==> src/sv/selu_activation_fwd_bwd_defines.svh <==
// Assertion macros for the SELU activation block
`ifndef SELU_ACTIVATION_FWD_BWD_DEFINES_SVH
`define SELU_ACTIVATION_FWD_BWD_DEFINES_SVH

// Same-cycle implication, off while reset is asserted
`define SELU_ASSERT(lbl, clk, rst_n, ante, cons, msg) \
    lbl: assert property (@(posedge clk) disable iff (!(rst_n)) (ante) |-> (cons)) \
        else $error(msg);

// Next-cycle implication, off while reset is asserted
`define SELU_ASSERT_NXT(lbl, clk, rst_n, ante, cons, msg) \
    lbl: assert property (@(posedge clk) disable iff (!(rst_n)) (ante) |=> (cons)) \
        else $error(msg);

`endif

==> src/sv/selu_pkg.sv <==
// Shared widths, constants, item types and exponent table for the SELU block
`default_nettype none

package selu_pkg;

    // Number format of the data words
    localparam int DATA_WIDTH = 16;
    localparam int FRAC_BITS  = 11;

    // Q2.30 constants: scale and scale*alpha (alpha = 1.6732632423543772)
    localparam int Q_BITS = 30;
    localparam int K_W    = 31;
    localparam logic [K_W-1:0] Q30_ONE         = K_W'(1) << Q_BITS;
    localparam logic [K_W-1:0] SCALE_Q30       = 31'd1128181595;
    localparam logic [K_W-1:0] SCALE_ALPHA_Q30 = 31'd1887744793;

    // Operand and product widths
    localparam int MAG_W    = DATA_WIDTH;
    localparam int UC_SHIFT = Q_BITS - FRAC_BITS;
    localparam int UC_W     = ((DATA_WIDTH + UC_SHIFT) > K_W) ? (DATA_WIDTH + UC_SHIFT) : K_W;
    localparam int OPA_W    = (MAG_W > K_W) ? MAG_W : K_W;
    localparam int PROD_A_W = OPA_W + K_W;
    localparam int PROD_B_W = MAG_W + UC_W;
    localparam int PROD_W   = ((PROD_A_W > PROD_B_W) ? PROD_A_W : PROD_B_W) + 1;
    localparam int NEG_SHIFT = 2 * Q_BITS - FRAC_BITS;
    localparam int RMAG_W   = PROD_W - Q_BITS;

    // Exponent chain: integer bits 1,2,4,8,16 then fraction bits down to 2^-FRAC_BITS, at most 2^-24
    localparam int N_INT  = 5;
    localparam int N_FRAC = (FRAC_BITS < 24) ? FRAC_BITS : 24;
    localparam int N_EXP  = N_INT + N_FRAC;

    // Stream payload widths
    localparam int IN_TDATA_W  = ((2 * DATA_WIDTH + 7) / 8) * 8;
    localparam int OUT_TDATA_W = ((DATA_WIDTH + 7) / 8) * 8;

    // Clamp values of the result word
    localparam logic [DATA_WIDTH-1:0] RES_MAX = {1'b0, {(DATA_WIDTH-1){1'b1}}};
    localparam logic [DATA_WIDTH-1:0] RES_MIN = {1'b1, {(DATA_WIDTH-1){1'b0}}};

    // Queue between front and back
    localparam int QUEUE_DEPTH = 4;
    localparam int QPTR_W      = $clog2(QUEUE_DEPTH);
    localparam int QCNT_W      = $clog2(QUEUE_DEPTH + 1);

    // Operation select on the input side
    localparam logic FUNC_FWD = 1'b0;
    localparam logic FUNC_BWD = 1'b1;

    // Item class decided in the front
    typedef enum logic [1:0] {
        K_FWD_POS,
        K_FWD_NEG,
        K_BWD_POS,
        K_BWD_NEG
    } t_kind;

    // Classified item handed from front to back
    typedef struct packed {
        t_kind             kind;
        logic              neg;   // sign of the final result
        logic              zexp;  // exponential underflows to zero
        logic [MAG_W-1:0]  ma;    // |x| forward, |grad| backward
        logic [UC_W-1:0]   mb;    // |y*2^(30-F) + scale*alpha|, backward negative
    } t_item;

    // Queue status seen by the top level
    typedef struct packed {
        logic              full;
        logic              empty;
        logic [QCNT_W-1:0] count;
    } t_qstat;

    // exp(-2^k) in Q2.30: index 0..4 integer weights, 5.. fraction weights
    function automatic logic [K_W-1:0] exp_tab(input int idx);
        logic [K_W-1:0] v;
        unique case (idx)
            0:  v = 31'd395007542;
            1:  v = 31'd145315154;
            2:  v = 31'd19666267;
            3:  v = 31'd360200;
            4:  v = 31'd121;
            5:  v = 31'd651257337;
            6:  v = 31'd836230973;
            7:  v = 31'd947573834;
            8:  v = 31'd1008687095;
            9:  v = 31'd1040706261;
            10: v = 31'd1057094900;
            11: v = 31'd1065385899;
            12: v = 31'd1069555701;
            13: v = 31'd1071646719;
            14: v = 31'd1072693760;
            15: v = 31'd1073217664;
            16: v = 31'd1073479712;
            17: v = 31'd1073610760;
            18: v = 31'd1073676290;
            19: v = 31'd1073709056;
            20: v = 31'd1073725440;
            21: v = 31'd1073733632;
            22: v = 31'd1073737728;
            23: v = 31'd1073739776;
            24: v = 31'd1073740800;
            25: v = 31'd1073741312;
            26: v = 31'd1073741568;
            27: v = 31'd1073741696;
            28: v = 31'd1073741760;
            default: v = '0;
        endcase
        return v;
    endfunction

endpackage

`default_nettype wire

==> src/sv/selu_front.sv <==
// Front stage: takes an input item, classifies it and forms its operands
`default_nettype none

module selu_front
    import selu_pkg::*;
(
    input  logic                         i_clk,
    input  logic                         i_rst_n,
    input  logic                         i_valid,
    input  logic                         i_func,
    input  logic signed [DATA_WIDTH-1:0] i_value,
    input  logic signed [DATA_WIDTH-1:0] i_grad,
    output logic                         o_ready,
    input  logic                         i_space,  // queue can take a transfer
    output logic                         o_valid,
    output t_item                        o_item
);

    logic              r_valid;
    t_item             r_item;
    t_item             n_item;
    logic              w_vneg;
    logic              w_gneg;
    logic [MAG_W-1:0]  w_vmag;
    logic [MAG_W-1:0]  w_gmag;
    logic [UC_W-1:0]   w_sh;
    logic [UC_W-1:0]   w_sa;
    logic              w_cneg;
    logic [UC_W-1:0]   w_uc;
    logic              w_zexp;

    // Magnitudes of the two data words
    assign w_vneg = i_value[DATA_WIDTH-1];
    assign w_gneg = i_grad[DATA_WIDTH-1];
    assign w_vmag = w_vneg ? MAG_W'(-i_value) : MAG_W'(i_value);
    assign w_gmag = w_gneg ? MAG_W'(-i_grad) : MAG_W'(i_grad);

    // c = y*2^(30-F) + scale*alpha with y < 0, so c = SA - |y|*2^(30-F)
    assign w_sh   = UC_W'(w_vmag) << UC_SHIFT;
    assign w_sa   = UC_W'(SCALE_ALPHA_Q30);
    assign w_cneg = w_sh > w_sa;
    assign w_uc   = w_cneg ? (w_sh - w_sa) : (w_sa - w_sh);

    // Integer part of 32 or more sends the exponential to zero
    assign w_zexp = (64'(w_vmag) >> FRAC_BITS) >= 64'd32;

    // Classification
    always_comb begin
        n_item      = '0;
        n_item.zexp = w_zexp;
        n_item.mb   = w_uc;
        if (i_func == FUNC_FWD) begin
            n_item.ma   = w_vmag;
            n_item.kind = w_vneg ? K_FWD_NEG : K_FWD_POS;
            n_item.neg  = w_vneg;
        end else begin
            n_item.ma   = w_gmag;
            n_item.kind = w_vneg ? K_BWD_NEG : K_BWD_POS;
            n_item.neg  = w_vneg ? (w_gneg ^ w_cneg) : w_gneg;
        end
    end

    assign o_ready = !r_valid || i_space;
    assign o_valid = r_valid;
    assign o_item  = r_item;

    // Holding register toward the queue
    always_ff @(posedge i_clk) begin
        if (!i_rst_n) begin
            r_valid <= 1'b0;
        end else if (o_ready) begin
            r_valid <= i_valid;
        end
        if (o_ready && i_valid) begin
            r_item <= n_item;
        end
    end

endmodule

`default_nettype wire

==> config.mk <==
export PLATFORM = sky130hd
export DESIGN_NAME = selu_front
export DESIGN_NICKNAME = d
export VERILOG_FILES = /design/src/sv/selu_activation_fwd_bwd_defines.svh /design/src/sv/selu_pkg.sv /design/src/sv/selu_front.sv
export SDC_FILE = /design/constraint.sdc
export NUM_CORES = 1
export LEC_CHECK = 0
export ABC_AREA = 1
export BUFFER_PORTS_ARGS = -buffer_cell sky130_fd_sc_hd__buf_4
export CORE_MARGIN = 1.5
export CORE_UTILIZATION = 56
export CTS_CLUSTER_SIZE = 24
export DETAILED_ROUTE_END_ITERATION = 12
export GPL_ROUTABILITY_DRIVEN = 0
export PLACE_DENSITY = 0.92
export SLEW_MARGIN = 15
export SYNTH_ARGS = -nofsm -noshare
export SYNTH_HDL_FRONTEND = slang
export SYNTH_SLANG_ARGS = --single-unit
export TNS_END_PERCENT = 10
==> constraint.sdc <==
create_clock -name i_clk -period 7.4 [get_ports i_clk]
set_clock_uncertainty 0.15 [all_clocks]
set_input_delay 0.37 -clock i_clk [delete_from_list [all_inputs] [get_ports i_clk]]
set_output_delay 0.37 -clock i_clk [all_outputs]
set_load 0.01 [all_outputs]
==> impl_metrics.tcl, run 1 <==
set metrics [dict create \
    htree_levels 2 \
    synthToLayoutAreaGrowth_pct 23.8 \
    cts_buffers 5 \
    async_reset_ff_frac 0 \
    slowest_stage "ha_1" \
    slew_viol_final 0 \
    synth_common_cells "nand2_1, edfxtp_1, inv_1, nand3_1, nor2_1" \
    hold_depth 2 \
    seqCellArea_um2 1130 \
    die_h_um 75.2 \
    pwr-share-clk 0.243 \
    worstReg2RegStart "o_valid$_SDFFE_PN0N_" \
    wire_per_inst_um 12.7 \
    hold_class "in -> reg" \
    synth_edf_count 37 \
    power.density_nw_per_um2 168 \
    syn_avg_cell_area_um2 8.34 \
    arrival_ns 2.19 \
    yosysSeqAreaShare 0.387 \
    max_stage_delay_ns 0.27 \
    drv_cap 0 \
    setup_viol 0 \
    finalCritPeriodShare 0.312 \
    netSwitchingPower_uw 185 \
    path_clk_slew_ns 0.07 \
    grt_pass1_wl_um 9970 \
    setup_tns_ns 0 \
    period_minus_slack_ns 2.31 \
    die_area_um2 5660 \
    finalWorstSetupSlack_ns 5.09 \
    r2r_end "o_item[34]$_DFFE_PP_" \
    coreArea_um2 5070 \
    clock-sinks 38 \
    finalHoldViolations 0 \
    synth_top_area_share 0.380 \
    row_count 26 \
    comb_power_share 0.308 \
    nFillCells 407 \
    antenna_left 0 \
    reg2reg_depth 1 \
    fin_nets 464 \
    grt_usage 0.235 \
    max_freq_mhz 433 \
    pre_cts_ws_ns 4.80 \
    worstPathCellList "buf_4 > inv_2 > ha_1 > o21ai_1 > ha_1 > nand3_2 > nand2_2 > nand3_2 > nand2_2 > nand2_4 > xor2_1" \
    design_area_um2 3610 \
    ios 94 \
    cts-root-buf "clkbuf_8" \
    drtIter0Drc 126 \
    clockBufferDepth 2 \
    synthCells 350 \
    synth_flop_cell "edfxtp_1" \
    drc_errors 0 \
    yosys.area.top_type "edfxtp_1" \
    totalWireLength_um 6250 \
    peakVddDrop_v 0.0000891 \
    p_seq_frac 0.449 \
    antenna_found_initial 0 \
    start_kind "input port" \
    start_util 0.575 \
    crit_start "i_value[0]" \
    synth_most_common_cell "nand2_1" \
    dr.pass1.iters 4 \
    die_w_um 75.2 \
    grt_pass1_vias 2330 \
    grt_max_degree 38 \
    cts_resized 0 \
    numPortBuffers 91 \
    multi_input_area_um2 1490 \
    status "finished, final reports clean" \
    r2r_slack_ns 5.62 \
    synth_area_um2 2920 \
    synth.ff_latch_count 38 \
    tightest_slew_ns 1.13 \
    cts_hold_buf 0 \
    clkLatencyLatePin_ns 0.29 \
    endpoint "o_item[30]$_DFFE_PP_" \
    p_leak_nw 1.67 \
    post_dp_cell_area_um2 3520 \
    vias_per_cell 5.08 \
    worstSetupPathType "in -> reg" \
    dp_hpwl_um 4980 \
    overflow 0 \
    ys_types 34 \
    antenna_cells 0 \
    crit_path_max_fanout 16 \
    switching_share 0.306 \
    p_int_uw 420 \
    synth_area_leaders "edfxtp_1, nand2_1, xor2_1, buf_4, inv_1" \
    required_ns 7.28 \
    end_kind "flop" \
    vias 2510 \
    synth_nets 391 \
    synth_warnings 0 \
    tritoncts "done" \
    slew_headroom 0.242 \
    drive_gt1_frac 0.349 \
    whs_ns 0.182 \
    rsz0062_at_grt "false" \
    cts_setup_buffers 0 \
]
[cell usage in the layout (no fill, tap or decap), drive strengths merged, types with 6 or more instances in the layout]
cell    synthesis  final
nand2         101    101
xnor2           9      9
buf            21     91
clkbuf          4      6
xor2           25     25
nor2           32     32
edfxtp         37     37
inv            35     35
o21ai          24     24
nand3          31     31
nor3            7      7
[final cells by class]
class | count | area share
Tap cell | 70 | 0.0242
Multi-Input combinational cell | 252 | 0.411
Clock inverter | 2 | 0.00346
Timing Repair Buffer | 91 | 0.189
Inverter | 35 | 0.0363
Sequential cell | 38 | 0.313
Clock buffer | 6 | 0.0228
[critical path, delay by kind of cell]
kind / cells / cell delay, ns
buf+inv: 2 / 0.24
simple gates: 5 / 0.60
xor+xnor: 1 / 0.22
fa+ha+maj: 2 / 0.51
compound gates: 1 / 0.24
[stage by stage]
| step | power, mW | instances | utilization |
|---|---|---|---|
| 6_report | 0.606 | 494 | 0.712 |
| 5_1_grt | 0.634 | 494 | 0.712 |
| 4_1_cts | 0.607 | 494 | 0.712 |
| 3_5_place_dp | 0.462 | 486 | 0.694 |
| 3_3_place_gp | 0.455 | 486 | 0.694 |
| 2_1_floorplan | 0.394 | 350 | - |
[worst min-delay path by stage]
stage	startpoint	endpoint	slack (ns)
6_report	i_rst_n	o_valid$_SDFFE_PN0N_	0.18
5_1_grt	i_rst_n	o_valid$_SDFFE_PN0N_	0.19
4_1_cts	i_rst_n	o_valid$_SDFFE_PN0N_	0.18
3_5_place_dp	o_valid$_SDFFE_PN0N_	o_valid$_SDFFE_PN0N_	0.41
3_3_place_gp	o_valid$_SDFFE_PN0N_	o_valid$_SDFFE_PN0N_	0.39
2_1_floorplan	i_value[15]	o_item[53]$_DFFE_PP_	0.32
[cells by family after synthesis]
group	Yosys count	share of synthesized area
AO/OA/AOI/OAI	35	0.0660
adder cells (fa/ha/maj)	4	0.0171
flip-flops	38	0.387
buffers and inverters	60	0.108
XOR/XNOR	34	0.125
other	2	0.00257
AND/OR/NAND/NOR	177	0.294
[power groups by stage]
| stage | Clock (mW) | Combinational [mW] | Sequential (mW) |
|---|---|---|---|
| 2_1_floorplan | 0 | 0.107 | 0.287 |
| 4_1_cts | 0.149 | 0.186 | 0.272 |
| 5_1_grt | 0.155 | 0.205 | 0.274 |
| 6_report | 0.147 | 0.187 | 0.272 |
| 3_3_place_gp | 0 | 0.178 | 0.276 |
| 3_5_place_dp | 0 | 0.185 | 0.277 |
[routing by layer]
metal | vias to the layer above | global-route usage | share of wire
met4 | 0 | 0.0952 | 0.019
li1 | 1259 | - | -
met2 | 106 | 0.429 | 0.50
met5 | - | 0 | 0
met3 | 11 | 0.0295 | 0.078
met1 | 1134 | 0.281 | 0.40
[state kept, by name, summed over array words and instances (netlist names)]
signal,count
o_valid,1
o_item,37
No activity file was read; power rests on OpenSTA's default activity.
==> run 2: changes to the inputs <==
- CORE_UTILIZATION: 56 -> 47
- PLACE_DENSITY: 0.92 -> 0.83
- clock period: 7.4 -> 2.08 ns (I/O delays scaled with it)
==> run 2 against run 1 <==
Against the previous run:
- setup slack worse by 5.1 ns
- power rose to 3.6 times the previous value
- hold slack worse by 0.17 ns
- core utilization down 6.4 points
==> impl_metrics.tcl, run 2 (synthesis gave the netlist of run 1 again) <==
set metrics [dict create \
    status "finished, final reports clean" \
    peakVddDrop_v 0.000309 \
    largest_register_ffs 37 \
    path_common_cell "nand2_1" \
    clock-sinks 38 \
    start_kind "input port" \
    row_count 28 \
    finalCritPeriodShare 0.987 \
    dr.pass1.iters 5 \
    htree_levels 2 \
    slew_viol_final 0 \
    nFillCells 474 \
    drc_errors 0 \
    slew_headroom 0.585 \
    grt_pass1_wl_um 10300 \
    power.density_nw_per_um2 559 \
    switching_share 0.300 \
    arrival_ns 1.95 \
    tritoncts "done" \
    vias 2607 \
    p_seq_frac 0.448 \
    required_ns 1.97 \
    die_h_um 81.8 \
    seqCellArea_um2 1130 \
    ios 94 \
    slowest_stage "a21boi_0" \
    cts_setup_buffers 0 \
    path_clk_slew_ns 0.07 \
    cp.buffers_inverters 3 \
    numPortBuffers 91 \
    final_cell_mix "buf_4, nand2_1, edfxtp_1, inv_1" \
    antenna_cells 0 \
    setup_viol 0 \
    setup_tns_ns 0 \
    die_w_um 81.8 \
    comb_power_share 0.336 \
    final_common_cell "buf_4" \
    pre_cts_ws_ns -0.137 \
    netSwitchingPower_uw 647 \
    crit_path_max_fanout 8 \
    vias_per_cell 4.92 \
    end_kind "flop" \
    multi_input_area_um2 1500 \
    grt_usage 0.201 \
    drive_gt1_frac 0.385 \
    grt_max_degree 38 \
    coreArea_um2 5960 \
    worstSetupPathType "in -> reg" \
    grt_pass1_vias 2414 \
    period_minus_slack_ns 2.05 \
    pwr-share-clk 0.216 \
    dp_hpwl_um 5240 \
    wire_per_inst_um 12.3 \
    drv_cap 0 \
    totalWireLength_um 6510 \
    crit_family "simple AND/OR/NAND/NOR gates" \
    hold_class "in -> reg" \
    antenna_left 0 \
    start_util 0.490 \
    overflow 0 \
    worstPathCellList "buf_4 > inv_2 > ha_1 > nand3_2 > nand2_4 > nand3_1 > nand2_2 > buf_4 > nor2_2 > a21boi_0 > nand2_1 > nand2_1 > nand2_1 > nand2_1 > nand2_1" \
    clockBufferDepth 2 \
    finalWorstSetupSlack_ns 0.0265 \
    fin_nets 495 \
    max_stage_delay_ns 0.38 \
    cts_buffers 5 \
    finalHoldViolations 0 \
    r2r_slack_ns 0.65 \
    synthToLayoutAreaGrowth_pct 32.2 \
    tightest_slew_ns 0.622 \
    drtIter0Drc 128 \
    max_freq_mhz 487 \
    p_int_mw 1.51 \
    clkLatencyLatePin_ns 0.28 \
    antenna_found_initial 0 \
    whs_ns 0.0118 \
    cts-root-buf "clkbuf_8" \
    die_area_um2 6700 \
    p_leak_nw 1.81 \
]
[run 2: metal layers]
| layer | GRT usage | routed length (um) | vias up | share of wire |
|---|---|---|---|---|
| li1 | - | - | 1322 | - |
| met1 | 0.235 | 2550 | 1151 | 0.39 |
| met2 | 0.369 | 3260 | 122 | 0.50 |
| met3 | 0.0289 | 544 | 12 | 0.084 |
| met4 | 0.0780 | 157 | 0 | 0.024 |
| met5 | 0 | 0 | - | 0 |
[run 2: final timing paths]
check / end / startpoint / cells past startpoint
setup / recovery: o_item[29]$_DFFE_PP_ / i_value[0] / 15
hold / removal: o_valid$_SDFFE_PN0N_ / i_space / 4
setup reg to reg: o_item[53]$_DFFE_PP_ / o_valid$_SDFFE_PN0N_ / 2
hold reg to reg: o_valid$_SDFFE_PN0N_ / o_valid$_SDFFE_PN0N_ / 2
[run 2: timing repair]
action | 4_1_cts | 5_1_grt
resized for setup | 0 | 2
hold buffers | 3 | 0
endpoints found under the hold margin | 3 | 0
setup endpoints to repair | 0 | 4
[run 2: final cells by class]
class / instances / share of cell area
Timing Repair Buffer: 122 / 0.239
Tap cell: 75 / 0.0243
Sequential cell: 38 / 0.293
Multi-Input combinational cell: 252 / 0.388
Clock inverter: 2 / 0.00227
Clock buffer: 6 / 0.0188
Inverter: 35 / 0.0340
[run 2: per-stage QoR]
| stage | util | power (mW) | std cells | instance area (um2) |
|---|---|---|---|---|
| finish | 0.648 | 2.16 | 530 | 3860 |
| global route | 0.648 | 2.27 | 530 | 3860 |
| CTS | 0.646 | 2.17 | 530 | 3850 |
| detailed placement | 0.627 | 1.70 | 519 | 3740 |
| global placement | 0.627 | 1.68 | 519 | 3740 |
| floorplan | - | 1.40 | 350 | 2920 |
[run 2: tightest hold or removal path: cells and delay by family]
kind | cells | cell delay (ns)
buffers and inverters | 2 | 0.14
AND/OR/NAND/NOR | 1 | 0.08
AO/OA/AOI/OAI | 1 | 0.08
[run 2: power groups by stage]
stage | logic [mW] | clock network (mW) | registers [mW]
2_1_floorplan | 0.380 | 0 | 1.02
3_3_place_gp | 0.694 | 0 | 0.982
3_5_place_dp | 0.715 | 0 | 0.984
4_1_cts | 0.721 | 0.483 | 0.967
5_1_grt | 0.796 | 0.503 | 0.973
6_report | 0.725 | 0.467 | 0.966
