**config.mk**
```make
export PLATFORM = sky130hd
export DESIGN_NAME = selu_queue
export DESIGN_NICKNAME = d
export VERILOG_FILES = /design/src/sv/selu_activation_fwd_bwd_defines.svh /design/src/sv/selu_pkg.sv /design/src/sv/selu_queue.sv
export SDC_FILE = /design/constraint.sdc
export NUM_CORES = 1
export LEC_CHECK = 0
export ABC_CLOCK_PERIOD_IN_PS = 5700
export BUFFER_PORTS_ARGS = -buffer_cell sky130_fd_sc_hd__clkbuf_2
export CORE_MARGIN = 4
export CORE_UTILIZATION = 61
export CTS_CLUSTER_SIZE = 40
export DETAILED_ROUTE_END_ITERATION = 7
export GPL_TIMING_DRIVEN = 0
export PLACE_DENSITY = 0.84
export SLEW_MARGIN = 15
export SYNTH_ARGS = -nofsm -noshare
export SYNTH_HDL_FRONTEND = slang
export SYNTH_SLANG_ARGS = --single-unit
export TNS_END_PERCENT = 10
```
**constraint.sdc**
```tcl
create_clock -name i_clk -period 5.7 [get_ports i_clk]
set_input_delay 1.14 -clock i_clk [delete_from_list [all_inputs] [get_ports i_clk]]
set_output_delay 1.14 -clock i_clk [all_outputs]
set_load 0.02 [all_outputs]
```
**src/sv/selu_activation_fwd_bwd_defines.svh**
```systemverilog
// Assertion macros for the SELU activation block
`ifndef SELU_ACTIVATION_FWD_BWD_DEFINES_SVH
`define SELU_ACTIVATION_FWD_BWD_DEFINES_SVH

// Same-cycle implication, off while reset is asserted
`define SELU_ASSERT(lbl, clk, rst_n, ante, cons, msg) \
    lbl: assert property (@(posedge clk) disable iff (!(rst_n)) (ante) |-> (cons)) \
        else $error(msg);

// Next-cycle implication, off while reset is asserted
`define SELU_ASSERT_NXT(lbl, clk, rst_n, ante, cons, msg) \
    lbl: assert property (@(posedge clk) disable iff (!(rst_n)) (ante) |=> (cons)) \
        else $error(msg);

`endif

```
**src/sv/selu_pkg.sv**
```systemverilog
// Shared widths, constants, item types and exponent table for the SELU block
`default_nettype none

package selu_pkg;

    // Number format of the data words
    localparam int DATA_WIDTH = 16;
    localparam int FRAC_BITS  = 11;

    // Q2.30 constants: scale and scale*alpha (alpha = 1.6732632423543772)
    localparam int Q_BITS = 30;
    localparam int K_W    = 31;
    localparam logic [K_W-1:0] Q30_ONE         = K_W'(1) << Q_BITS;
    localparam logic [K_W-1:0] SCALE_Q30       = 31'd1128181595;
    localparam logic [K_W-1:0] SCALE_ALPHA_Q30 = 31'd1887744793;

    // Operand and product widths
    localparam int MAG_W    = DATA_WIDTH;
    localparam int UC_SHIFT = Q_BITS - FRAC_BITS;
    localparam int UC_W     = ((DATA_WIDTH + UC_SHIFT) > K_W) ? (DATA_WIDTH + UC_SHIFT) : K_W;
    localparam int OPA_W    = (MAG_W > K_W) ? MAG_W : K_W;
    localparam int PROD_A_W = OPA_W + K_W;
    localparam int PROD_B_W = MAG_W + UC_W;
    localparam int PROD_W   = ((PROD_A_W > PROD_B_W) ? PROD_A_W : PROD_B_W) + 1;
    localparam int NEG_SHIFT = 2 * Q_BITS - FRAC_BITS;
    localparam int RMAG_W   = PROD_W - Q_BITS;

    // Exponent chain: integer bits 1,2,4,8,16 then fraction bits down to 2^-FRAC_BITS, at most 2^-24
    localparam int N_INT  = 5;
    localparam int N_FRAC = (FRAC_BITS < 24) ? FRAC_BITS : 24;
    localparam int N_EXP  = N_INT + N_FRAC;

    // Stream payload widths
    localparam int IN_TDATA_W  = ((2 * DATA_WIDTH + 7) / 8) * 8;
    localparam int OUT_TDATA_W = ((DATA_WIDTH + 7) / 8) * 8;

    // Clamp values of the result word
    localparam logic [DATA_WIDTH-1:0] RES_MAX = {1'b0, {(DATA_WIDTH-1){1'b1}}};
    localparam logic [DATA_WIDTH-1:0] RES_MIN = {1'b1, {(DATA_WIDTH-1){1'b0}}};

    // Queue between front and back
    localparam int QUEUE_DEPTH = 4;
    localparam int QPTR_W      = $clog2(QUEUE_DEPTH);
    localparam int QCNT_W      = $clog2(QUEUE_DEPTH + 1);

    // Operation select on the input side
    localparam logic FUNC_FWD = 1'b0;
    localparam logic FUNC_BWD = 1'b1;

    // Item class decided in the front
    typedef enum logic [1:0] {
        K_FWD_POS,
        K_FWD_NEG,
        K_BWD_POS,
        K_BWD_NEG
    } t_kind;

    // Classified item handed from front to back
    typedef struct packed {
        t_kind             kind;
        logic              neg;   // sign of the final result
        logic              zexp;  // exponential underflows to zero
        logic [MAG_W-1:0]  ma;    // |x| forward, |grad| backward
        logic [UC_W-1:0]   mb;    // |y*2^(30-F) + scale*alpha|, backward negative
    } t_item;

    // Queue status seen by the top level
    typedef struct packed {
        logic              full;
        logic              empty;
        logic [QCNT_W-1:0] count;
    } t_qstat;

    // exp(-2^k) in Q2.30: index 0..4 integer weights, 5.. fraction weights
    function automatic logic [K_W-1:0] exp_tab(input int idx);
        logic [K_W-1:0] v;
        unique case (idx)
            0:  v = 31'd395007542;
            1:  v = 31'd145315154;
            2:  v = 31'd19666267;
            3:  v = 31'd360200;
            4:  v = 31'd121;
            5:  v = 31'd651257337;
            6:  v = 31'd836230973;
            7:  v = 31'd947573834;
            8:  v = 31'd1008687095;
            9:  v = 31'd1040706261;
            10: v = 31'd1057094900;
            11: v = 31'd1065385899;
            12: v = 31'd1069555701;
            13: v = 31'd1071646719;
            14: v = 31'd1072693760;
            15: v = 31'd1073217664;
            16: v = 31'd1073479712;
            17: v = 31'd1073610760;
            18: v = 31'd1073676290;
            19: v = 31'd1073709056;
            20: v = 31'd1073725440;
            21: v = 31'd1073733632;
            22: v = 31'd1073737728;
            23: v = 31'd1073739776;
            24: v = 31'd1073740800;
            25: v = 31'd1073741312;
            26: v = 31'd1073741568;
            27: v = 31'd1073741696;
            28: v = 31'd1073741760;
            default: v = '0;
        endcase
        return v;
    endfunction

endpackage

`default_nettype wire

```
**src/sv/selu_queue.sv**
```systemverilog
// Short register queue decoupling the front from the back pipeline
`default_nettype none

module selu_queue
    import selu_pkg::*;
(
    input  logic   i_clk,
    input  logic   i_rst_n,
    input  logic   i_push,
    input  t_item  i_item,
    input  logic   i_pop,
    output t_item  o_item,
    output t_qstat o_stat
);

    t_item             r_mem [QUEUE_DEPTH];
    logic [QPTR_W-1:0] r_wr;
    logic [QPTR_W-1:0] r_rd;
    logic [QCNT_W-1:0] r_cnt;
    logic [QPTR_W-1:0] n_wr;
    logic [QPTR_W-1:0] n_rd;

    // Pointer wrap
    assign n_wr = (r_wr == QPTR_W'(QUEUE_DEPTH - 1)) ? '0 : r_wr + 1'b1;
    assign n_rd = (r_rd == QPTR_W'(QUEUE_DEPTH - 1)) ? '0 : r_rd + 1'b1;

    assign o_item       = r_mem[r_rd];
    assign o_stat.count = r_cnt;
    assign o_stat.full  = r_cnt == QCNT_W'(QUEUE_DEPTH);
    assign o_stat.empty = r_cnt == '0;

    // Pointers and fill count
    always_ff @(posedge i_clk) begin
        if (!i_rst_n) begin
            r_wr  <= '0;
            r_rd  <= '0;
            r_cnt <= '0;
        end else begin
            if (i_push) begin
                r_wr <= n_wr;
            end
            if (i_pop) begin
                r_rd <= n_rd;
            end
            if (i_push && !i_pop) begin
                r_cnt <= r_cnt + 1'b1;
            end else if (i_pop && !i_push) begin
                r_cnt <= r_cnt - 1'b1;
            end
        end
    end

    // Entry storage
    always_ff @(posedge i_clk) begin
        if (i_push) begin
            r_mem[r_wr] <= i_item;
        end
    end

endmodule

`default_nettype wire

```
==> flow_summary_export.csv, run 1 <==
group,metric,value,unit
floorplanning,die_h,126,um
pwr,peakVddDrop,0.000342,V
detailed_routing,wl_per_cell,21.3,um
critical_path,cp_num_cells,4,
sta,slew_headroom,68.7,%
synthesis,ys_warn_count,0,
clocking,cts-root-buf,"clkbuf_16",
synthesis,synth_area,8460,um^2
critical_path,slowest_stage,"mux4_2",
pwr,finalPower,3.77,mW
global_route,grt_pass1_vias,4138,
pwr,p_per_area,374,nW/um^2
synthesis,synth_edf_count,220,
detailed_routing,vias,3817,
placed_design,port_buffers,118,
synthesis,synth_compound_area_share,0.237,%
floorplanning,io-pin-count,119,
pwr,leakage,3.52,nW
min_path,hold_end,"r_rd[1]$_SDFFE_PN0P_",
synthesis,synth-async-reset-ratio,0,%
synthesis,yosysSeqAreaShare,80.2,%
clocking,cts_sinks,229,
sta,slew_violations,0,
clocking,ctsHoldBuffers,0,
synthesis,synth_area_per_cell,25.6,um^2
layout,num_antenna_cells,0,
clocking,cts_buffers,23,
global_route,grt_first_pass_wirelength,22.5,mm
min_path,holdCritStartpoint,"r_rd[1]$_SDFFE_PN0P_",
synthesis,synthesis.instances,331,
synthesis,synth_top_family_by_area,"multiplexers",
critical_path,worst_setup_path_start_kind,"register",
sta,hold_violations,0,
critical_path,crit_buf_inv,3,
sta,fin_crit_sh,54.1,%
critical_path,r2r_cells,4,
synthesis,syn_nets,397,
status,run_status,"finished, final reports clean",
clocking,cts.reportedPaths.clkPinSlew,0.05,ns
critical_path,worstSetupPathType,"reg -> out",
sta,max_freq,324,MHz
critical_path,path_delay_family,"buffers and inverters",
detailed_routing,vias_per_cell,5.70,
sta,rsz0062_at_grt,"no",
placed_design,placedInstanceArea,9360,um^2
synthesis,synthXorXnorAreaFrac,0.207,%
layout,final_layout_size_suffix_gt1_share,44.7,%
layout,final_area,10100,um^2
synthesis,synth_adder_area_share,1.12,%
global_route,antenna_found_initial,0,
sta,layout_min_cycle_time,3.08,ns
placed_design,gp_congestion,0.692,
clocking,clk_latency,0.48,ns
run,max-cap-violations,0,
critical_path,crit_chain,"clkbuf_2, buf_2, mux4_2, clkbuf_2",
detailed_routing,firstDrtPassIters,4,
layout,fill_cells,732,
clocking,clk_path_buf_depth,3,
sta,setup-violations-final,0,
global_route,grtUsageTotal,18.3,%
floorplanning,rows,42,
sta,tightest_slew,0.469,ns
critical_path,slowest_delay,0.37,ns
floorplanning,die-area,15800,um^2
detailed_routing,drc,0,
global_route,overflow,0,
critical_path,worstReg2RegStart,"r_wr[0]$_SDFFE_PN0P_",
layout,post-route-util,75.4,%
layout,syn_to_final_growth,19.4,%
sta,timing.final.ws_setup,2.62,ns
critical_path,worst-path-max-fanout,10,
detailed_routing,dr.first_iter.drc_count,240,
critical_path,regToRegSetupSlack,4.06,ns
detailed_routing,drtAntennaViolNets,0,
synthesis,synth_cell_types,23,
floorplanning,fp.dieW,126,um
critical_path,cpMostUsedCell,"clkbuf_2",
synthesis,synth_seq_cells,229,
clocking,cts_resized,0,
global_route,grt_max_degree,30,
layout,fin_nets,544,
min_path,hold_path.class,"reg -> reg",
clocking,cts_tree,"built",
synthesis,synthMuxAreaShare,15.3,%
critical_path,endpoint_kind,"output port",
synthesis,synthSimpleGateAreaFrac,1.06,%
placed_design,dp_hpwl,9.02,mm
synthesis,ys.flop_type,"edfxtp_1",
detailed_routing,wirelength,14.3,mm
floorplanning,initial_core_util,63.2,%
clocking,postCtsSetupBuffers,0,
clocking,htree_levels,1,
floorplanning,core_area,13400,um^2
placed_design,post-place-ws,3.04,ns
critical_path,required,4.56,ns
critical_path,worst_r2r_endpoint,"r_mem[2][43]$_DFFE_PP_",
sta,finalSetupTns,0,ns
critical_path,cp.arrival,1.94,ns
min_path,hold_path_depth,2,
sta,fin_skew,0.0112,ns
worst max-delay path by stage:
| stage | slack (ns) | endpoint |
|---|---|---|
| CTS | 2.59 | o_item[44] |
| finish | 2.62 | o_item[51] |
| detailed placement | 3.04 | r_cnt[2]$_SDFFE_PN0P_ |
| global placement | 1.74 | r_mem[3][0]$_DFFE_PP_ |
| global route | 2.55 | o_item[53] |
| floorplan | 2.84 | r_mem[0][0]$_DFFE_PP_ |
worst register-to-register path, stage by stage (launching register included):
cell     delay, ns
dfxtp_1       0.35
inv_1         0.10
ha_1          0.15
and2_4        0.44
buf_12        0.27
per-layer routing:
metal	up-vias	GRT usage [%]	part of all wire, %
met2	129	30.9	53
met3	9	3.94	6.8
li1	1717	-	-
met5	-	0	0
met4	0	3.72	0.71
met1	1962	25.3	40
where the power goes:
part	leakage, nW	switching, mW	internal, mW	total, mW
Sequential	2.09	0.0232	1.93	1.95
Clock	0.366	0.567	0.877	1.44
Combinational	1.06	0.220	0.159	0.379
synth_stat cells (2+ instances only):
library cell / instances / area, um^2
mux4_2: 50 / 1130
nor3_1: 2 / 10.0
ha_1: 6 / 75.1
and2_1: 5 / 31.3
inv_1: 4 / 15.0
nor2b_1: 5 / 31.3
mux4_1: 5 / 131
buf_2: 5 / 25.0
buf_12: 5 / 100
mux2i_1: 4 / 40.0
dfxtp_1: 9 / 180
edfxtp_1: 220 / 6610
registers in the layout (all words and copies together) (netlist names), named ones only:
name,flops
r_cnt,3
r_mem,220
r_rd,2
r_wr,2
metrics by stage:
stage                     hold slack, ns  cells
after detailed placement           0.549    629
after global placement             0.501    625
after floorplan                    0.512    331
after CTS                          0.568    670
after global routing               0.606    670
final                              0.567    670
area by class of cell:
class	instances	area, um^2	share of cell area [%]
flip-flops and latches	229	6790	67.2
multi-input cells	86	1530	15.1
repair buffers	122	671	6.64
clock buffers	27	591	5.85
well taps	176	220	2.18
clock inverters	14	146	1.45
plain buffers	12	141	1.40
inverters	4	15.0	0.149
cells by family (layout without fill, tap and decap cells):
| kind of cell | Yosys count | in the layout |
|---|---|---|
| DFF | 229 | 229 |
| muxes | 59 | 59 |
| buffers and inverters | 16 | 179 |
| and+or+nand+nor | 15 | 15 |
| adders and majority gates | 7 | 7 |
| AOI/OAI and AO/OA | 3 | 3 |
| xor gates and xnor gates | 2 | 2 |
cells in the final DEF (no fill, tap or decap), drive strengths merged, types with 2 or more instances in the layout:
cell type,Yosys,routed
edfxtp,220,220
bufinv,0,3
ha,6,6
nor2b,5,5
dfxtp,9,9
and2,5,5
buf,11,15
mux4,55,55
clkinv,0,10
clkbuf,1,146
nor3,2,2
inv,4,5
mux2i,4,4
(Power assumes the default switching activity.)
==> inputs of run 2 (changes only) <==
--- a/config.mk
+++ b/config.mk
@@ -5,14 +5,14 @@
 export SDC_FILE = /design/constraint.sdc
 export NUM_CORES = 1
 export LEC_CHECK = 0
-export ABC_CLOCK_PERIOD_IN_PS = 5700
+export ABC_CLOCK_PERIOD_IN_PS = 2800
 export BUFFER_PORTS_ARGS = -buffer_cell sky130_fd_sc_hd__clkbuf_2
 export CORE_MARGIN = 4
-export CORE_UTILIZATION = 61
+export CORE_UTILIZATION = 51
 export CTS_CLUSTER_SIZE = 40
 export DETAILED_ROUTE_END_ITERATION = 7
 export GPL_TIMING_DRIVEN = 0
-export PLACE_DENSITY = 0.84
+export PLACE_DENSITY = 0.75
 export SLEW_MARGIN = 15
 export SYNTH_ARGS = -nofsm -noshare
 export SYNTH_HDL_FRONTEND = slang
==> constraint.sdc (replaced) <==
create_clock -name i_clk -period 2.8 [get_ports i_clk]
set_input_delay 0.56 -clock i_clk [delete_from_list [all_inputs] [get_ports i_clk]]
set_output_delay 0.56 -clock i_clk [all_outputs]
set_load 0.02 [all_outputs]
==> run 2 against run 1 <==
  * Via count decreased by 0.76%
  * Flip-flop and latch count unchanged
  * First-iteration DRC count decreased by 36%
  * Sequential power increased by 100%
  * Register-to-register slack got worse by 2.9 ns
  * Worst setup slack got worse by 2.3 ns
  * Clock power increased by 93%
  * Die area increased by 18%
  * Critical path type unchanged
  * Largest power group unchanged
  * Highest routed layer unchanged
==> flow_summary_export.csv, run 2 (synthesized netlist as in run 1, its figures left out) <==
group,metric,value,unit
pwr,seqPwrFrac,52.8,%
pwr,swShare,21.5,%
critical_path,r2r_cells,4,
layout,fill_cells,1088,
pwr,p_per_area,743,nW/um^2
placed_design,post-place-ws,0.713,ns
floorplanning,die_h,137,um
layout,largestRegisters,"r_mem: 220 flops, r_cnt: 3 flops",
clocking,ctsHoldBuffers,0,
floorplanning,io-pin-count,119,
layout,final_layout_size_suffix_gt1_share,43.9,%
clocking,htree_levels,1,
placed_design,placed_cells,669,
clocking,clk_latency,0.48,ns
clocking,cts_tree,"built",
layout,largest_reg_flops,220,
clocking,cts.reportedPaths.clkPinSlew,0.06,ns
global_route,overflow,0,
detailed_routing,firstDrtPassIters,5,
sta,max_freq,398,MHz
detailed_routing,drtAntennaViolNets,0,
sta,whs,0.291,ns
layout,final_cells,710,
global_route,grt_pass1_vias,4122,
sta,timing.final.ws_setup,0.285,ns
min_path,hold_end,"r_mem[1][32]$_DFFE_PP_",
layout,final_area,10100,um^2
min_path,holdCritStartpoint,"i_item[32]",
sta,tightest_slew,0.449,ns
critical_path,worst_r2r_endpoint,"r_mem[0][4]$_DFFE_PP_",
layout,final_common_cell,"edfxtp_1",
detailed_routing,dr.first_iter.drc_count,154,
floorplanning,rows,46,
pwr,finalPower,7.52,mW
critical_path,worst-path-max-fanout,10,
critical_path,required,2.24,ns
placed_design,gp_congestion,0.721,
clocking,cts_resized,0,
critical_path,endpoint_kind,"output port",
global_route,grt_max_degree,46,
detailed_routing,wirelength,14.4,mm
sta,rsz0062_at_grt,"no",
sta,finalSetupTns,0,ns
layout,num_antenna_cells,0,
layout,final_cell_mix,"edfxtp_1 (220), clkbuf_2 (119), mux4_2 (50)",
sta,fin_skew,0.00707,ns
sta,hold_violations,0,
floorplanning,fp.dieW,137,um
layout,multi_input_area,1530,um^2
critical_path,worstSetupPathType,"reg -> out",
sta,slew_headroom,70.1,%
pwr,p_int,5.90,mW
pwr,comb_power_share,10.3,%
clocking,cts_buffers,23,
pwr,p_sw,1.61,mW
pwr,leakage,3.50,nW
critical_path,worstReg2RegStart,"r_wr[0]$_SDFFE_PN0P_",
pwr,peakVddDrop,0.000693,V
layout,regMostFlops,"r_mem",
detailed_routing,vias,3788,
floorplanning,initial_core_util,52.7,%
layout,fin_nets,544,
global_route,grt_first_pass_wirelength,22.4,mm
run,max-cap-violations,0,
sta,slew_violations,0,
critical_path,cp.arrival,1.96,ns
global_route,grtUsageTotal,15.8,%
min_path,hold_path_depth,1,
placed_design,port_buffers,118,
critical_path,regToRegSetupSlack,1.19,ns
min_path,hold_path.class,"in -> reg",
layout,syn_to_final_growth,19.6,%
layout,register_area,6790,um^2
clocking,postCtsSetupBuffers,0,
detailed_routing,wl_per_cell,20.3,um
placed_design,dp_hpwl,9.04,mm
detailed_routing,vias_per_cell,5.34,
sta,setup-violations-final,0,
floorplanning,core_area,16100,um^2
sta,layout_min_cycle_time,2.52,ns
pwr,clockPowerShare,36.9,%
clocking,cts_sinks,229,
global_route,antenna_found_initial,0,
sta,fin_crit_sh,89.8,%
clocking,clk_path_buf_depth,3,
critical_path,worst_setup_path_start_kind,"register",
detailed_routing,drc,0,
status,run_status,"finished, final reports clean",
floorplanning,die-area,18700,um^2
clocking,cts-root-buf,"clkbuf_16",
placed_design,placedInstanceArea,9430,um^2
layout,post-route-util,63.0,%
==> run 2: worst max-delay path, stage by stage, from the launching register on <==
cell      delay (ns)
dfxtp_1         0.30
clkbuf_2        0.26
buf_2           0.35
mux4_2          0.38
clkbuf_2        0.18
==> run 2: layer usage <==
layer | GRT usage [%] | vias up | share of wire, %
met5 | 0 | - | 0
met4 | 3.16 | 0 | 1.2
met3 | 3.68 | 20 | 5.8
met2 | 27.7 | 91 | 53
met1 | 20.6 | 1962 | 40
li1 | - | 1715 | -
==> run 2: worst max path at each step <==
stage	startpoint	endpoint	slack, ns
final	register	o_item[3]	0.28
after global routing	register	o_item[3]	0.18
after CTS	register	o_item[3]	0.25
after detailed placement	i_push	r_cnt[2]$_SDFFE_PN0P_	0.71
after global placement	i_push	r_mem[2][0]$_DFFE_PP_	-0.70
after floorplan	i_push	r_mem[0][0]$_DFFE_PP_	0.52
==> run 2: layout make-up <==
cell class                      count  area share, %
Timing Repair Buffer              122           6.77
Tap cell                          216           2.67
Multi-Input combinational cell     86           15.1
Sequential cell                   229           67.0
Clock buffer                       34           6.29
Clock inverter                      7          0.556
Buffer                             12           1.40
Inverter                            4          0.148
==> run 2: power groups by stage <==
| stage | logic, mW | registers (mW) | clock network, mW |
|---|---|---|---|
| 4_1_cts | 0.796 | 3.97 | 2.85 |
| 6_report | 0.776 | 3.97 | 2.78 |
| 2_1_floorplan | 0.488 | 4.04 | 0 |
| 5_1_grt | 0.837 | 3.98 | 2.99 |
| 3_5_place_dp | 0.792 | 4.04 | 0 |
| 3_3_place_gp | 0.753 | 4.04 | 0 |
==> inputs of run 3 (changes only) <==
--- a/config.mk
+++ b/config.mk
@@ -11,7 +11,6 @@
 export CORE_UTILIZATION = 51
 export CTS_CLUSTER_SIZE = 40
 export DETAILED_ROUTE_END_ITERATION = 7
-export GPL_TIMING_DRIVEN = 0
 export PLACE_DENSITY = 0.75
 export SLEW_MARGIN = 15
 export SYNTH_ARGS = -nofsm -noshare
==> run 3 against run 2 <==
  * Die area is the same
  * Sequential power is essentially flat
  * Worst setup slack gained 0.029 ns
  * Critical path depth is the same
  * Largest power group unchanged
  * Clock-buffer cell count shrank 9
  * Register-to-register slack gained 0.02 ns
  * Global-route usage grew 0.15 points
  * Final area is essentially flat
  * Routed wire length is essentially flat
  * Maximum frequency grew 1.2%
  * Final cell count shrank 0.42%
  * Power grew 2.8%
==> flow_summary_export.csv, run 3 (synthesized netlist as in run 1, its figures left out) <==
group,metric,value,unit
critical_path,cp.arrival,1.93,ns
detailed_routing,vias_per_cell,5.36,
layout,fin_nets,542,
sta,rsz0062_at_grt,"no",
min_path,hold_end,"r_mem[1][13]$_DFFE_PP_",
run,max-cap-violations,0,
pwr,seqPwrFrac,51.4,%
clocking,cts-root-buf,"clkbuf_16",
layout,regMostFlops,"r_mem",
critical_path,required,2.24,ns
floorplanning,die-area,18700,um^2
placed_design,gp_congestion,0.674,
global_route,grtUsageTotal,16.0,%
layout,final_common_cell,"edfxtp_1",
critical_path,regToRegSetupSlack,1.21,ns
sta,tightest_slew,0.561,ns
detailed_routing,wirelength,14.4,mm
pwr,p_sw,1.64,mW
critical_path,endpoint_kind,"output port",
critical_path,worstSetupPathType,"reg -> out",
clocking,htree_levels,1,
detailed_routing,wl_per_cell,20.4,um
min_path,holdCritStartpoint,"i_item[13]",
detailed_routing,drtAntennaViolNets,0,
clocking,cts_tree,"built",
layout,syn_to_final_growth,19.7,%
sta,slew_violations,0,
placed_design,dp_hpwl,8.83,mm
pwr,p_per_area,763,nW/um^2
layout,num_antenna_cells,0,
floorplanning,rows,46,
detailed_routing,vias,3786,
global_route,grt_first_pass_wirelength,22.5,mm
layout,largest_reg_flops,220,
sta,finalSetupTns,0,ns
floorplanning,initial_core_util,52.7,%
critical_path,worstReg2RegStart,"r_wr[0]$_SDFFE_PN0P_",
detailed_routing,dr.first_iter.drc_count,183,
critical_path,r2r_cells,3,
sta,hold_violations,0,
sta,setup-violations-final,0,
detailed_routing,firstDrtPassIters,4,
pwr,finalPower,7.73,mW
sta,max_freq,402,MHz
pwr,clockPowerShare,38.9,%
global_route,antenna_found_initial,1,
floorplanning,fp.dieW,137,um
clocking,cts_buffers,23,
floorplanning,core_area,16100,um^2
placed_design,port_buffers,118,
floorplanning,io-pin-count,119,
global_route,grt_pass1_vias,4073,
critical_path,worst_r2r_endpoint,"r_mem[3][30]$_DFFE_PP_",
pwr,p_int,6.09,mW
layout,final_layout_size_suffix_gt1_share,44.0,%
critical_path,worst_setup_path_start_kind,"register",
floorplanning,die_h,137,um
clocking,clk_latency,0.49,ns
sta,fin_crit_sh,88.8,%
clocking,clk_path_buf_depth,3,
pwr,leakage,3.50,nW
clocking,cts.reportedPaths.clkPinSlew,0.06,ns
min_path,hold_path.class,"in -> reg",
pwr,peakVddDrop,0.000626,V
pwr,swShare,21.3,%
layout,largestRegisters,"r_mem: 220 flops, r_cnt: 3 flops",
layout,final_cells,707,
global_route,grt_max_degree,56,
layout,final_cell_mix,"edfxtp_1 (220), clkbuf_2 (118), mux4_2 (50)",
pwr,comb_power_share,9.7,%
status,run_status,"finished, final reports clean",
global_route,overflow,0,
clocking,cts_sinks,229,
sta,fin_skew,0.00476,ns
critical_path,worst-path-max-fanout,8,
sta,layout_min_cycle_time,2.49,ns
placed_design,placed_cells,664,
min_path,hold_path_depth,1,
detailed_routing,drc,0,
clocking,cts_resized,0,
sta,slew_headroom,62.6,%
==> run 3: cell types whose count changed in the layout (fill, tap and decap cells not counted), moves of 3 or more <==
cell / delta
bufinv_16: +3
clkbuf_1: -7
and2_4: -4
buf_2: -5
clkinv_1: +7
and2_2: +4
buf_4: +7
==> run 3: layer usage <==
metal  GRT usage [%]  vias up  part of all wire, %
met3            3.93       27                  6.6
met4            3.99        2                  1.6
met2            26.6      103                   51
met5               0        -                0.090
li1                -     1706                    -
met1            21.6     1948                   41
==> run 3: worst max-delay path, stage by stage (launching register included) <==
cell and delay (ns):
dfxtp_4 0.39, buf_4 0.21, buf_12 0.16, mux4_2 0.51, clkbuf_2 0.17
==> run 3: cell type report <==
class / instances / area [um^2]
clock buffers: 25 / 583
repair buffers: 132 / 783
inverters: 4 / 15.0
fillers: 1095 / 5930
well taps: 216 / 270
multi-input cells: 86 / 1530
clock inverters: 15 / 163
flip-flops and latches: 229 / 6790
==> run 3: power groups by stage <==
| stage | Clock (mW) | Combinational, mW | Sequential [mW] |
|---|---|---|---|
| floorplan | 0 | 0.488 | 4.04 |
| global placement | 0 | 0.732 | 4.04 |
| detailed placement | 0 | 0.751 | 4.06 |
| CTS | 3.10 | 0.754 | 3.98 |
| global route | 3.25 | 0.815 | 3.98 |
| finish | 3.01 | 0.750 | 3.97 |
==> run 3: how the worst max path moves through the flow <==
stage,from,end,slack [ns],depth (start not counted)
6_report,register,o_item[43],0.31,4
5_1_grt,register,o_item[30],0.23,4
4_1_cts,register,o_item[46],0.02,3
3_5_place_dp,register,o_item[46],0.56,3
3_3_place_gp,register,o_item[46],0.60,3
2_1_floorplan,i_push,r_mem[0][0]$_DFFE_PP_,0.52,1
==> run 3: through the flow <==
stage / instance area (um^2) / setup WS, ns / hold slack (ns) / util [%]
3_3_place_gp: 9350 / 0.599 / 0.505 / 58.2
3_5_place_dp: 9350 / 0.559 / 0.540 / 58.2
5_1_grt: 10100 / 0.234 / 0.264 / 63.1
4_1_cts: 10100 / 0.0218 / 0.260 / 62.9
2_1_floorplan: 8460 / 0.516 / 0.512 / -
6_report: 10100 / 0.314 / 0.286 / 63.1
==> run 3: timing repair <==
item / in CTS / in global routing
buffers inserted: 0 / 3
endpoints found under the setup margin: 0 / 2
hold buffers: 0 / 0
endpoints found under the hold margin: 0 / 0
